File: src/cqe_pkg.sv
`timescale 1ns / 1ps
`default_nettype none
// ----------------------------------------------------------------------------
// cqe_pkg
// Shared sizes, operation and status codes, state type and word helpers for
// the circular queue engine.
// ----------------------------------------------------------------------------
package cqe_pkg;

   localparam int DEPTH       = 64;
   localparam int WORD_BITS   = 32;
   localparam int IDX_BITS    = (DEPTH > 1) ? $clog2(DEPTH) : 1;
   localparam int CNT_BITS    = $clog2(DEPTH + 1);
   localparam int DATA_BITS   = 32;
   localparam int OCC_BITS    = 7;
   localparam int OP_BITS     = 2;
   localparam int STATUS_BITS = 2;

   localparam logic [OP_BITS-1:0] OP_ENQUEUE = 2'd0;
   localparam logic [OP_BITS-1:0] OP_DEQUEUE = 2'd1;
   localparam logic [OP_BITS-1:0] OP_PEEK    = 2'd2;
   localparam logic [OP_BITS-1:0] OP_DISPLAY = 2'd3;

   localparam logic [STATUS_BITS-1:0] STATUS_OK    = 2'd0;
   localparam logic [STATUS_BITS-1:0] STATUS_FULL  = 2'd1;
   localparam logic [STATUS_BITS-1:0] STATUS_EMPTY = 2'd2;

   typedef enum logic [1:0] {
      ST_IDLE,
      ST_READ,
      ST_SHOW
   } cqe_state_type;

   function automatic logic [IDX_BITS-1:0] next_index(input logic [IDX_BITS-1:0] i);
      return (i == IDX_BITS'(DEPTH - 1)) ? '0 : IDX_BITS'(i + 1'b1);
   endfunction

   // keep the low word bits of the sign-extended request value
   function automatic logic [WORD_BITS-1:0] word_in(input logic [DATA_BITS-1:0] v);
      return WORD_BITS'($signed(v));
   endfunction

   // sign-extend a stored word and cut it to the data field
   function automatic logic [DATA_BITS-1:0] word_out(input logic [WORD_BITS-1:0] w);
      return DATA_BITS'($signed(w));
   endfunction

endpackage
`default_nettype wire

File: src/cqe_ram.sv
`timescale 1ns / 1ps
`default_nettype none
// ----------------------------------------------------------------------------
// cqe_ram
// Simple dual-port RAM: one write port, one read port with registered data.
// ----------------------------------------------------------------------------
module cqe_ram #(
   parameter int WIDTH     = 32,
   parameter int DEPTH     = 64,
   parameter int ADDR_BITS = (DEPTH > 1) ? $clog2(DEPTH) : 1
) (
   input  wire logic                 clock,
   input  wire logic                 wr_en,
   input  wire logic [ADDR_BITS-1:0] wr_addr,
   input  wire logic [WIDTH-1:0]     wr_data,
   input  wire logic                 rd_en,
   input  wire logic [ADDR_BITS-1:0] rd_addr,
   output logic      [WIDTH-1:0]     rd_data
);

   logic [WIDTH-1:0] mem [DEPTH];

   always_ff @(posedge clock) begin
      if (wr_en) begin
         mem[wr_addr] <= wr_data;
      end
   end

   always_ff @(posedge clock) begin
      if (rd_en) begin
         rd_data <= mem[rd_addr];
      end
   end

endmodule
`default_nettype wire

File: src/circular_queue_engine.sv
`timescale 1ns / 1ps
`default_nettype none
// ----------------------------------------------------------------------------
// circular_queue_engine
// Ring-buffer queue of signed words held in a synchronous RAM.
// ----------------------------------------------------------------------------
// A request is taken when start is high and busy is low; every result shows
// on the rsp_ ports for one cycle with rsp_strobe high, and the receiver
// cannot stall. An enqueue, or any request on an empty queue, answers on the
// next cycle and leaves busy low, so such requests run one per cycle. A
// dequeue or peek of a stored word raises busy while ST_READ takes the word
// from the registered read data of the slot RAM. A display of N words sends
// one word per cycle through the RAM read port, with rsp_last_of_run on the
// final word. Reset needs no clearing pass.
module circular_queue_engine (
   input  wire logic                                clock,
   input  wire logic                                reset,
   input  wire logic                                start,
   output logic                                     busy,
   input  wire logic [cqe_pkg::OP_BITS-1:0]         req_type,
   input  wire logic signed [cqe_pkg::DATA_BITS-1:0] req_push_value,
   output logic                                     rsp_strobe,
   output logic signed [cqe_pkg::DATA_BITS-1:0]     rsp_data_word,
   output logic [cqe_pkg::STATUS_BITS-1:0]          rsp_status,
   output logic [cqe_pkg::OCC_BITS-1:0]             rsp_occupancy,
   output logic                                     rsp_empty_flag,
   output logic                                     rsp_full_flag,
   output logic                                     rsp_last_of_run
);

   cqe_pkg::cqe_state_type state_ff, state_in;

   logic [cqe_pkg::IDX_BITS-1:0]    head_ff, head_in;
   logic [cqe_pkg::IDX_BITS-1:0]    tail_ff, tail_in;
   logic [cqe_pkg::CNT_BITS-1:0]    count_ff, count_in;
   logic [cqe_pkg::IDX_BITS-1:0]    show_ptr_ff, show_ptr_in;
   logic [cqe_pkg::CNT_BITS-1:0]    left_ff, left_in;

   logic                            strobe_ff, strobe_in;
   logic [cqe_pkg::DATA_BITS-1:0]   data_ff, data_in;
   logic [cqe_pkg::STATUS_BITS-1:0] status_ff, status_in;
   logic                            last_ff, last_in;
   logic [cqe_pkg::OCC_BITS-1:0]    occ_ff;
   logic                            empty_ff, full_ff;

   logic                            accept;
   logic                            is_empty, is_full;

   logic                            ram_wr_en;
   logic [cqe_pkg::IDX_BITS-1:0]    ram_wr_addr;
   logic [cqe_pkg::WORD_BITS-1:0]   ram_wr_data;
   logic                            ram_rd_en;
   logic [cqe_pkg::IDX_BITS-1:0]    ram_rd_addr;
   logic [cqe_pkg::WORD_BITS-1:0]   ram_rd_data;

   assign busy     = (state_ff != cqe_pkg::ST_IDLE);
   assign accept   = start && !busy;
   assign is_empty = (count_ff == '0);
   assign is_full  = (count_ff == cqe_pkg::CNT_BITS'(cqe_pkg::DEPTH));

   cqe_ram #(
      .WIDTH (cqe_pkg::WORD_BITS),
      .DEPTH (cqe_pkg::DEPTH)
   ) u_slots (
      .clock   (clock),
      .wr_en   (ram_wr_en),
      .wr_addr (ram_wr_addr),
      .wr_data (ram_wr_data),
      .rd_en   (ram_rd_en),
      .rd_addr (ram_rd_addr),
      .rd_data (ram_rd_data)
   );

   // next state
   always_comb begin
      state_in = state_ff;
      unique case (state_ff)
         cqe_pkg::ST_IDLE: begin
            if (accept && !is_empty) begin
               if (req_type == cqe_pkg::OP_DEQUEUE || req_type == cqe_pkg::OP_PEEK) begin
                  state_in = cqe_pkg::ST_READ;
               end else if (req_type == cqe_pkg::OP_DISPLAY) begin
                  state_in = cqe_pkg::ST_SHOW;
               end
            end
         end
         cqe_pkg::ST_READ: begin
            state_in = cqe_pkg::ST_IDLE;
         end
         cqe_pkg::ST_SHOW: begin
            if (left_ff == cqe_pkg::CNT_BITS'(1)) begin
               state_in = cqe_pkg::ST_IDLE;
            end
         end
         default: begin
            state_in = cqe_pkg::ST_IDLE;
         end
      endcase
   end

   // datapath and memory control
   always_comb begin
      head_in     = head_ff;
      tail_in     = tail_ff;
      count_in    = count_ff;
      show_ptr_in = show_ptr_ff;
      left_in     = left_ff;
      strobe_in   = 1'b0;
      data_in     = '0;
      status_in   = cqe_pkg::STATUS_OK;
      last_in     = 1'b1;
      ram_wr_en   = 1'b0;
      ram_wr_addr = tail_ff;
      ram_wr_data = cqe_pkg::word_in(req_push_value);
      ram_rd_en   = 1'b0;
      ram_rd_addr = head_ff;
      unique case (state_ff)
         cqe_pkg::ST_IDLE: begin
            if (accept) begin
               unique case (req_type)
                  cqe_pkg::OP_ENQUEUE: begin
                     strobe_in = 1'b1;
                     if (is_full) begin
                        status_in = cqe_pkg::STATUS_FULL;
                     end else begin
                        ram_wr_en = 1'b1;
                        tail_in   = cqe_pkg::next_index(tail_ff);
                        count_in  = cqe_pkg::CNT_BITS'(count_ff + 1'b1);
                     end
                  end
                  cqe_pkg::OP_DEQUEUE: begin
                     if (is_empty) begin
                        strobe_in = 1'b1;
                        status_in = cqe_pkg::STATUS_EMPTY;
                     end else begin
                        ram_rd_en = 1'b1;
                        head_in   = cqe_pkg::next_index(head_ff);
                        count_in  = cqe_pkg::CNT_BITS'(count_ff - 1'b1);
                     end
                  end
                  cqe_pkg::OP_PEEK: begin
                     if (is_empty) begin
                        strobe_in = 1'b1;
                        status_in = cqe_pkg::STATUS_EMPTY;
                     end else begin
                        ram_rd_en = 1'b1;
                     end
                  end
                  cqe_pkg::OP_DISPLAY: begin
                     if (is_empty) begin
                        strobe_in = 1'b1;
                        status_in = cqe_pkg::STATUS_EMPTY;
                     end else begin
                        ram_rd_en   = 1'b1;
                        show_ptr_in = cqe_pkg::next_index(head_ff);
                        left_in     = count_ff;
                     end
                  end
               endcase
            end
         end
         cqe_pkg::ST_READ: begin
            strobe_in = 1'b1;
            data_in   = cqe_pkg::word_out(ram_rd_data);
         end
         cqe_pkg::ST_SHOW: begin
            strobe_in = 1'b1;
            data_in   = cqe_pkg::word_out(ram_rd_data);
            last_in   = (left_ff == cqe_pkg::CNT_BITS'(1));
            // fetch the next word while this one goes out
            if (!last_in) begin
               ram_rd_en   = 1'b1;
               ram_rd_addr = show_ptr_ff;
               show_ptr_in = cqe_pkg::next_index(show_ptr_ff);
               left_in     = cqe_pkg::CNT_BITS'(left_ff - 1'b1);
            end
         end
         default: begin
            strobe_in = 1'b0;
         end
      endcase
   end

   always_ff @(posedge clock) begin
      if (reset) begin
         state_ff    <= cqe_pkg::ST_IDLE;
         head_ff     <= '0;
         tail_ff     <= '0;
         count_ff    <= '0;
         show_ptr_ff <= '0;
         left_ff     <= '0;
         strobe_ff   <= 1'b0;
      end else begin
         state_ff    <= state_in;
         head_ff     <= head_in;
         tail_ff     <= tail_in;
         count_ff    <= count_in;
         show_ptr_ff <= show_ptr_in;
         left_ff     <= left_in;
         strobe_ff   <= strobe_in;
      end
   end

   // result payload, flags taken from the count after the request
   always_ff @(posedge clock) begin
      if (strobe_in) begin
         data_ff   <= data_in;
         status_ff <= status_in;
         last_ff   <= last_in;
         occ_ff    <= cqe_pkg::OCC_BITS'(count_in);
         empty_ff  <= (count_in == '0);
         full_ff   <= (count_in == cqe_pkg::CNT_BITS'(cqe_pkg::DEPTH));
      end
   end

   assign rsp_strobe      = strobe_ff;
   assign rsp_data_word   = data_ff;
   assign rsp_status      = status_ff;
   assign rsp_occupancy   = occ_ff;
   assign rsp_empty_flag  = empty_ff;
   assign rsp_full_flag   = full_ff;
   assign rsp_last_of_run = last_ff;

   assert property (@(posedge clock) disable iff (reset)
      accept && req_type == cqe_pkg::OP_ENQUEUE |=> rsp_strobe && rsp_last_of_run)
      else $error("enqueue request gave no single result");

   assert property (@(posedge clock) disable iff (reset)
      count_ff <= cqe_pkg::CNT_BITS'(cqe_pkg::DEPTH))
      else $error("occupancy beyond depth");

   assert property (@(posedge clock) disable iff (reset)
      rsp_strobe && rsp_status == cqe_pkg::STATUS_FULL |-> rsp_full_flag)
      else $error("full status without full flag");

   assert property (@(posedge clock) disable iff (reset)
      $fell(busy) && !$past(reset) |-> rsp_strobe && rsp_last_of_run)
      else $error("busy dropped without final result");

   assert property (@(posedge clock) disable iff (reset)
      state_ff == cqe_pkg::ST_READ |=> state_ff == cqe_pkg::ST_IDLE)
      else $error("read state held more than one cycle");

endmodule
`default_nettype wire
File: config.mk
export PLATFORM = sky130hd
export DESIGN_NAME = circular_queue_engine
export DESIGN_NICKNAME = d
export VERILOG_FILES = /design/src/cqe_pkg.sv /design/src/cqe_ram.sv /design/src/circular_queue_engine.sv
export SDC_FILE = /design/constraint.sdc
export NUM_CORES = 2
export LEC_CHECK = 0
export ABC_AREA = 1
export BUFFER_PORTS_ARGS = -buffer_cell sky130_fd_sc_hd__buf_2
export CORE_ASPECT_RATIO = 0.75
export CORE_MARGIN = 2
export CORE_UTILIZATION = 40
export CTS_CLUSTER_DIAMETER = 200
export CTS_CLUSTER_SIZE = 24
export DETAILED_ROUTE_END_ITERATION = 7
export GPL_TIMING_DRIVEN = 0
export MAX_ROUTING_LAYER = met4
export PLACE_DENSITY = 0.57
export SLEW_MARGIN = 15
export SYNTH_ARGS = -nofsm -noshare
export SYNTH_HDL_FRONTEND = slang
export SYNTH_HIERARCHICAL = 1
export SYNTH_SLANG_ARGS = --single-unit
File: constraint.sdc
create_clock -name clock -period 5 [get_ports clock]
set_clock_uncertainty 0.2 [all_clocks]
set_input_delay 0.25 -clock clock [delete_from_list [all_inputs] [get_ports clock]]
set_output_delay 0.25 -clock clock [all_outputs]
set_load 0.05 [all_outputs]
Yosys cells after proc, flatten, opt, wreduce, memory -nomap -nowiden. Memory sizes are Yosys's and may differ from the RTL's. A register that Yosys moved wholly into a read port is not among the register bits. Cells that the tools add are included.

Input port bits: 37. Output and inout port bits: 46. Memories: 1. Logic and storage cells: 101. Bits in writable memories: 2048. Bits in registers: 79.

$add $sub $neg: 6. Muxes and demuxes: 43. Reduce and logical (&&, ||, !) cells: 18. Eq/ne operators: 18. Bitwise operators: 2.

Memories: u_slots.mem (words 64, width 32, read ports 1, clocked after memory_dff 1, write ports 1, line cqe_ram.sv:21) `logic [WIDTH-1:0] mem [DEPTH];`.

Operator list (count): $mux 7 (8); $mux 6 (9); $pmux 7 s2 (2); $add 6x1->6 const B (3); $eq 6x6->1 const B (3); $eq 7x7->1 const B (2); $logic_not 7->1 (2); $sub 7x1->7 const B (2); $mux 1 (13); $ne 2x2->1 const B (6); $pmux 6 s2 (1); $mux 2 (5); $pmux 2 s2 (2); $reduce_and 4->1 (2); $add 7x1->7 const B (1); $eq 7x1->1 const B (1); $eq 2x2->1 const B (3); $pmux 1 s2 (3); $reduce_and 5->1 (1); $eq 2x1->1 const B (2); $logic_not 2->1 (2); $reduce_bool 2->1 (2); $ne 3x3->1 const B (1); $reduce_and 3->1 (1); other kinds (7) (10).

Logic depth before layout (Yosys ltp).
Depth in word-level cells: 7. Depth in mapped cells: 19. Depth with buffers taken out: 15.

By module. The synthesis kept the hierarchy.

By module, submodules not included: cqe_ram (seq. area each 62459.9 sq um, area an instance 83059.7 sq um, instances 1, cells each 6769); circular_queue_engine (seq. area each 2021.9 sq um, area an instance 4013.8 sq um, instances 1, cells each 478).

Least setup slack after synthesis. OpenSTA, ideal clock, no wires.

Path kind: register to register. Start point: reg count_ff[0] in the netlist's numbering. End point: mem u_slots.mem[48][0] (enable). Setup slack: -586 ps. Stages on the path, launching flop included: 11. Clock period less this slack: 5586 ps. Arrival time: 4884 ps. Buffers on the path: 1. Data required time: 4298 ps. Setup time: 502 ps. Cell sequence: dfxtp_1 > inv_1 > ha_1 > nand2_1 > nor2_2 > nand2_1 > nand3_4 > inv_1 > clkbuf_1 > nand4_1 > nor4_1.

Longest elaborated chain between the ends: 7.

RTL lines: start, declared (line circular_queue_engine.sv:35) `logic [cqe_pkg::CNT_BITS-1:0] count_ff, count_in;`; start signal, assigned (line circular_queue_engine.sv:197) `count_ff <= count_in;`; $eq 7x7->1 (line circular_queue_engine.sv:59) `assign is_full = (count_ff == cqe_pkg::CNT_BITS'(cqe_pkg::DEPTH));`; $mux 1 (line circular_queue_engine.sv:123) `if (is_full) begin`; $mux 1 (line circular_queue_engine.sv:120) `unique case (req_type)`; $mux 1 (line circular_queue_engine.sv:119) `if (accept) begin`; $mux 1 (line circular_queue_engine.sv:117) `unique case (state_ff)`; named net ram_wr_en (line circular_queue_engine.sv:49) `logic ram_wr_en;`; $mux 1 (line cqe_ram.sv:24) `if (wr_en) begin`; $mux 1 (not written as such) (line cqe_ram.sv:25) `mem[wr_addr] <= wr_data;`; end, declared (line cqe_ram.sv:21).

The timed path passes the listed nets, and every way through them passes these cells.

Final worst setup path.
Start point: reg state_ff[0]. End point: reg u_slots.rd_data[10] (read register of u_slots.mem), data pin.

Elaborated cells between the ends (all ways): 8. Classes of those cells: 1 x eq/ne; 3 x mux; 4 x reduce/logical.

RTL lines: start, declared (line circular_queue_engine.sv:31) `cqe_pkg::cqe_state_type state_ff, state_in;`; start signal, assigned (line circular_queue_engine.sv:186) `state_ff <= cqe_pkg::ST_IDLE;`; start signal, assigned (line circular_queue_engine.sv:194) `state_ff <= state_in;`; $eq 2x2->1 (line circular_queue_engine.sv:117); $mux 6 (line circular_queue_engine.sv:117); named net ram_rd_addr, one bit (line circular_queue_engine.sv:53) `logic [cqe_pkg::IDX_BITS-1:0] ram_rd_addr;`; end, declared (line cqe_ram.sv:18) `output logic [WIDTH-1:0] rd_data`.

The timed path passes the listed nets, and every way through them passes these cells. A chain may end at the register's enable or synchronous reset.

==> metrics.md <==
| Metric | Value |
|---|---|
| Status | `finished, violations left` |
| Violated checks | `negative setup slack` |
| FF+latch count, synth | `2159` |
| Crit start category | `flip-flop` |
| Arrival time worst endpoint | `5420 ps` |
| Cell variety after synth | `40` |
| Drt wl/cell | `34.35 um` |
| Top delay family on crit path | `buffers and inverters` |
| Hold Slack | `146.0 ps` |
| Final Setup Violations | `18` |
| Filler instances | `19670` |
| Routability cong. | `1.035` |
| Initial Util | `40.19%` |
| CTS clk-pin slew, worst paths | `100 ps` |
| Io pins | `83` |
| Commonest cells after routing, fill and taps aside | `nand2_1, edfxtp_1, nand3_1` |
| Mapped cell area | `87070 sq um` |
| Largest net degree at the start of global routing | `65` |
| First-pass GRT wire length | `482800 um` |
| Worst r2r path cells | `15` |
| Peak VDD IR | `336.8 uV` |
| Via count | `63850` |
| Die area | `221500 sq um` |
| I/O Buffers | `81` |
| RSZ-0062 raised after global routing | `true` |
| Number of global-route vias before repair | `55730` |
| Final Util | `45.53%` |
| Reg2reg start | `state_ff[0]$_SDFFE_PP0P_` |
| Reg2Reg Setup Slack | `-160 ps` |
| Root Driver | `clkbuf_16` |
| Share of cells above drive strength 1 | `11.27%` |
| Most common cell after layout, fill and taps aside | `nand2_1` |
| TritonCTS buffer count | `99` |
| Async set-reset flop share out of synthesis | `0%` |
| Slew margin rel. | `14.16%` |
| Clk Latency, worst-skew pair | `810 ps` |
| Sequential Area | `64480 sq um` |
| Core ar. | `216700 sq um` |
| Worst Path Max Fanout | `10` |
| CP most frequent cell | `nand3_1` |
| Initial drt markers | `12430` |
| Avg Cell Area, Syn | `12.02 sq um` |
| Met2 Routed Length | `146700 um` |
| EDFF count, synth | `2124` |
| Cell count after synthesis | `7247` |
| DP Area | `95320 sq um` |
| First-pass iteration count of the detailed router | `6` |
| Hold Startpoint | `req_push_value[0]` |
| CTS tree | `done` |
| Hold Path Class | `input pin to flip-flop` |
| Post-Place Worst Slack | `-684.6 ps` |
| Nets | `7740` |
| Area occupied by multi-input gates | `20450 sq um` |
| Reg-to-Reg End | `u_slots/rd_data[10]$_DFFE_PP_` |
| Lkg Pwr | `0.03464 uW` |
| Crit path max-delay cell type | `buf_1` |
| WP data required | `5260 ps` |
| Max Buffers Root-to-Sink | `3` |
| WHS Path Cells | `2` |
| Met1 wire length | `148700 um` |
| Synth-to-layout area growth | `13.30%` |
| GRT Util Overall | `33.12%` |
| Synthesized Nets | `7298` |
| Hold endpoint | `u_slots/mem[5][0]$_DFFE_PP_` |
| Number of remaining DRC errors | `0` |
| Die Span X | `542.7 um` |
| Routed met3 length | `54980 um` |
| Vias/cell | `6.032` |
| Max Cap Violations | `0` |
| Sink Count | `2159` |
| Design area | `98650 sq um` |
| Setup crit end kind | `flip-flop` |
| Pins over their slew limit | `0` |
| Yosys warnings | `6` |
| HPWL after DPL | `265400 um` |
| Final Cycle Share | `103.3%` |
| Top layer in use | `met4` |
| Crit path launch | `state_ff[0]$_SDFFE_PP0P_` |
| Setup CP Type | `flip-flop to flip-flop` |
| Initial antenna violation count | `39` |
| Cell area power density | `395.2 nW/um^2` |
| GR Overflow Total | `0` |
| Final Hold Viols | `0` |
| Fin crit period | `5164 ps` |
| Htree depth | `3` |
| Slew @ Worst Pin | `1288 ps` |
| Routed Antenna Nets | `0` |
| Sequential fraction of the synthesis area | `74.05%` |
| Max frequency | `0.1937 GHz` |
| Max stage delay on crit path | `850 ps` |
| Most used flip-flop cell after synthesis | `edfxtp_1` |
| Power, Total | `38990 uW` |
| CP Buf/Inv Count | `5` |
| Chip Height | `408.1 um` |
| Final WS setup | `-163.7 ps` |
| Row cnt | `148` |
| Final WL | `363600 um` |
| Cell Chain, Critical Path | `inv_1 -> ha_1 -> o21ai_4 -> clkbuf_2 -> o21ai_0 -> buf_2 -> buf_4 -> buf_1 -> nand3_1 -> nand3_1 -> nand3_1 -> nand3_1 -> nand2_1 -> nand2_1 -> nand2_1` |
timing repair:
action | in CTS | in global routing
endpoints found under the hold margin | 1559 | 0
setup endpoints to repair | 32 | 134
setup buffers | 0 | 15
hold buffers | 38 | 0
gates cloned | 0 | 0
gates resized for setup | 30 | 35
pin swaps | 0 | 9
metrics by stage:
| stage | instances | setup TNS (ps) |
|---|---|---|
| finish | 10590 | -1594 |
| global route | 10570 | -82.69 |
| CTS | 10550 | -35.95 |
| detailed placement | 10390 | -7892 |
| global placement | 10180 | -5868150 |
| floorplan | 7247 | -150070 |
layout make-up:
type,instances,share of cell area [%]
diodes,22,0.05580
plain buffers,463,2.459
clock buffers,123,2.646
clock inverters,2,0.01776
inverters,95,0.3665
multi-input cells,4530,20.73
flip-flops and latches,2159,65.36
well taps,2850,3.615
repair buffers,341,4.745
worst max-delay path by stage:
stage	slack, ps	cells past startpoint	to
4_1_cts	-30	15	u_slots/rd_data[15]$_DFFE_PP_
5_1_grt	-60	15	u_slots/rd_data[10]$_DFFE_PP_
6_report	-160	15	u_slots/rd_data[10]$_DFFE_PP_
3_5_place_dp	-680	16	u_slots/rd_data[17]$_DFFE_PP_
2_1_floorplan	-590	10	u_slots/mem[48][0]$_DFFE_PP_
3_3_place_gp	-8050	10	u_slots/mem[50][23]$_DFFE_PP_
routing by layer:
layer	vias to the layer above	global-route usage, %
met2	4740	43.80
met4	0	10.15
met3	553	10.37
met1	32090	48.13
met5	-	-
li1	26470	-
cells by family after synthesis:
kind of cell             share of synthesized area [%]
AO/OA/AOI/OAI                                   0.5202
adder cells (fa/ha/maj)                         0.2012
multiplexers                                   0.01150
flip-flops                                       74.05
buffers and inverters                            3.094
AND/OR/NAND/NOR                                  22.01
XOR/XNOR                                        0.1107
power by group:
| group | total, uW | switching [uW] | internal, uW | leakage (uW) |
|---|---|---|---|---|
| Sequential | 20500 | 126 | 20400 | 0.0194 |
| Clock | 9330 | 5650 | 3680 | 0.00128 |
| Combinational | 9150 | 7220 | 1930 | 0.0139 |
sequential cells by signal, summed over array words and instances, names as in the netlist, 2 cells and up:
name	count
u_slots/mem	2048
rsp_data_word	32
u_slots/rd_data	32
count_ff	7
left_ff	7
rsp_occupancy	7
head_ff	6
ram_wr_addr	6
show_ptr_ff	6
rsp_status	2
state_ff	2
synth_stat cells (2+ instances only):
| library cell | count | area [sq um] |
|---|---|---|
| nand2_1 | 2357 | 8847 |
| edfxtp_1 | 2124 | 63780 |
| nand3_1 | 1931 | 9664 |
| buf_2 | 283 | 1416 |
| nor2_1 | 91 | 341.6 |
| inv_1 | 87 | 326.6 |
| clkbuf_1 | 82 | 307.8 |
| buf_4 | 46 | 345.3 |
| buf_1 | 44 | 165.2 |
| o21ai_0 | 39 | 195.2 |
| dfxtp_1 | 35 | 700.7 |
| a21oi_1 | 30 | 150.1 |
| nand4_1 | 15 | 93.84 |
| ha_1 | 14 | 175.2 |
| nor4_1 | 9 | 56.30 |
| xor2_1 | 9 | 78.83 |
| buf_6 | 6 | 67.56 |
| inv_2 | 5 | 18.77 |
| nor3_1 | 5 | 25.02 |
| a211oi_1 | 3 | 22.52 |
| o21ai_1 | 3 | 15.01 |
| o22ai_1 | 3 | 18.77 |
| buf_8 | 2 | 30.03 |
| clkinv_2 | 2 | 10.01 |
| nand2_2 | 2 | 12.51 |
| nand3_4 | 2 | 35.03 |
| nor2_2 | 2 | 12.51 |
| nor2_4 | 2 | 22.52 |
| nor3b_1 | 2 | 15.01 |
| xnor2_1 | 2 | 17.52 |
Power figures use the tool's default switching activity.
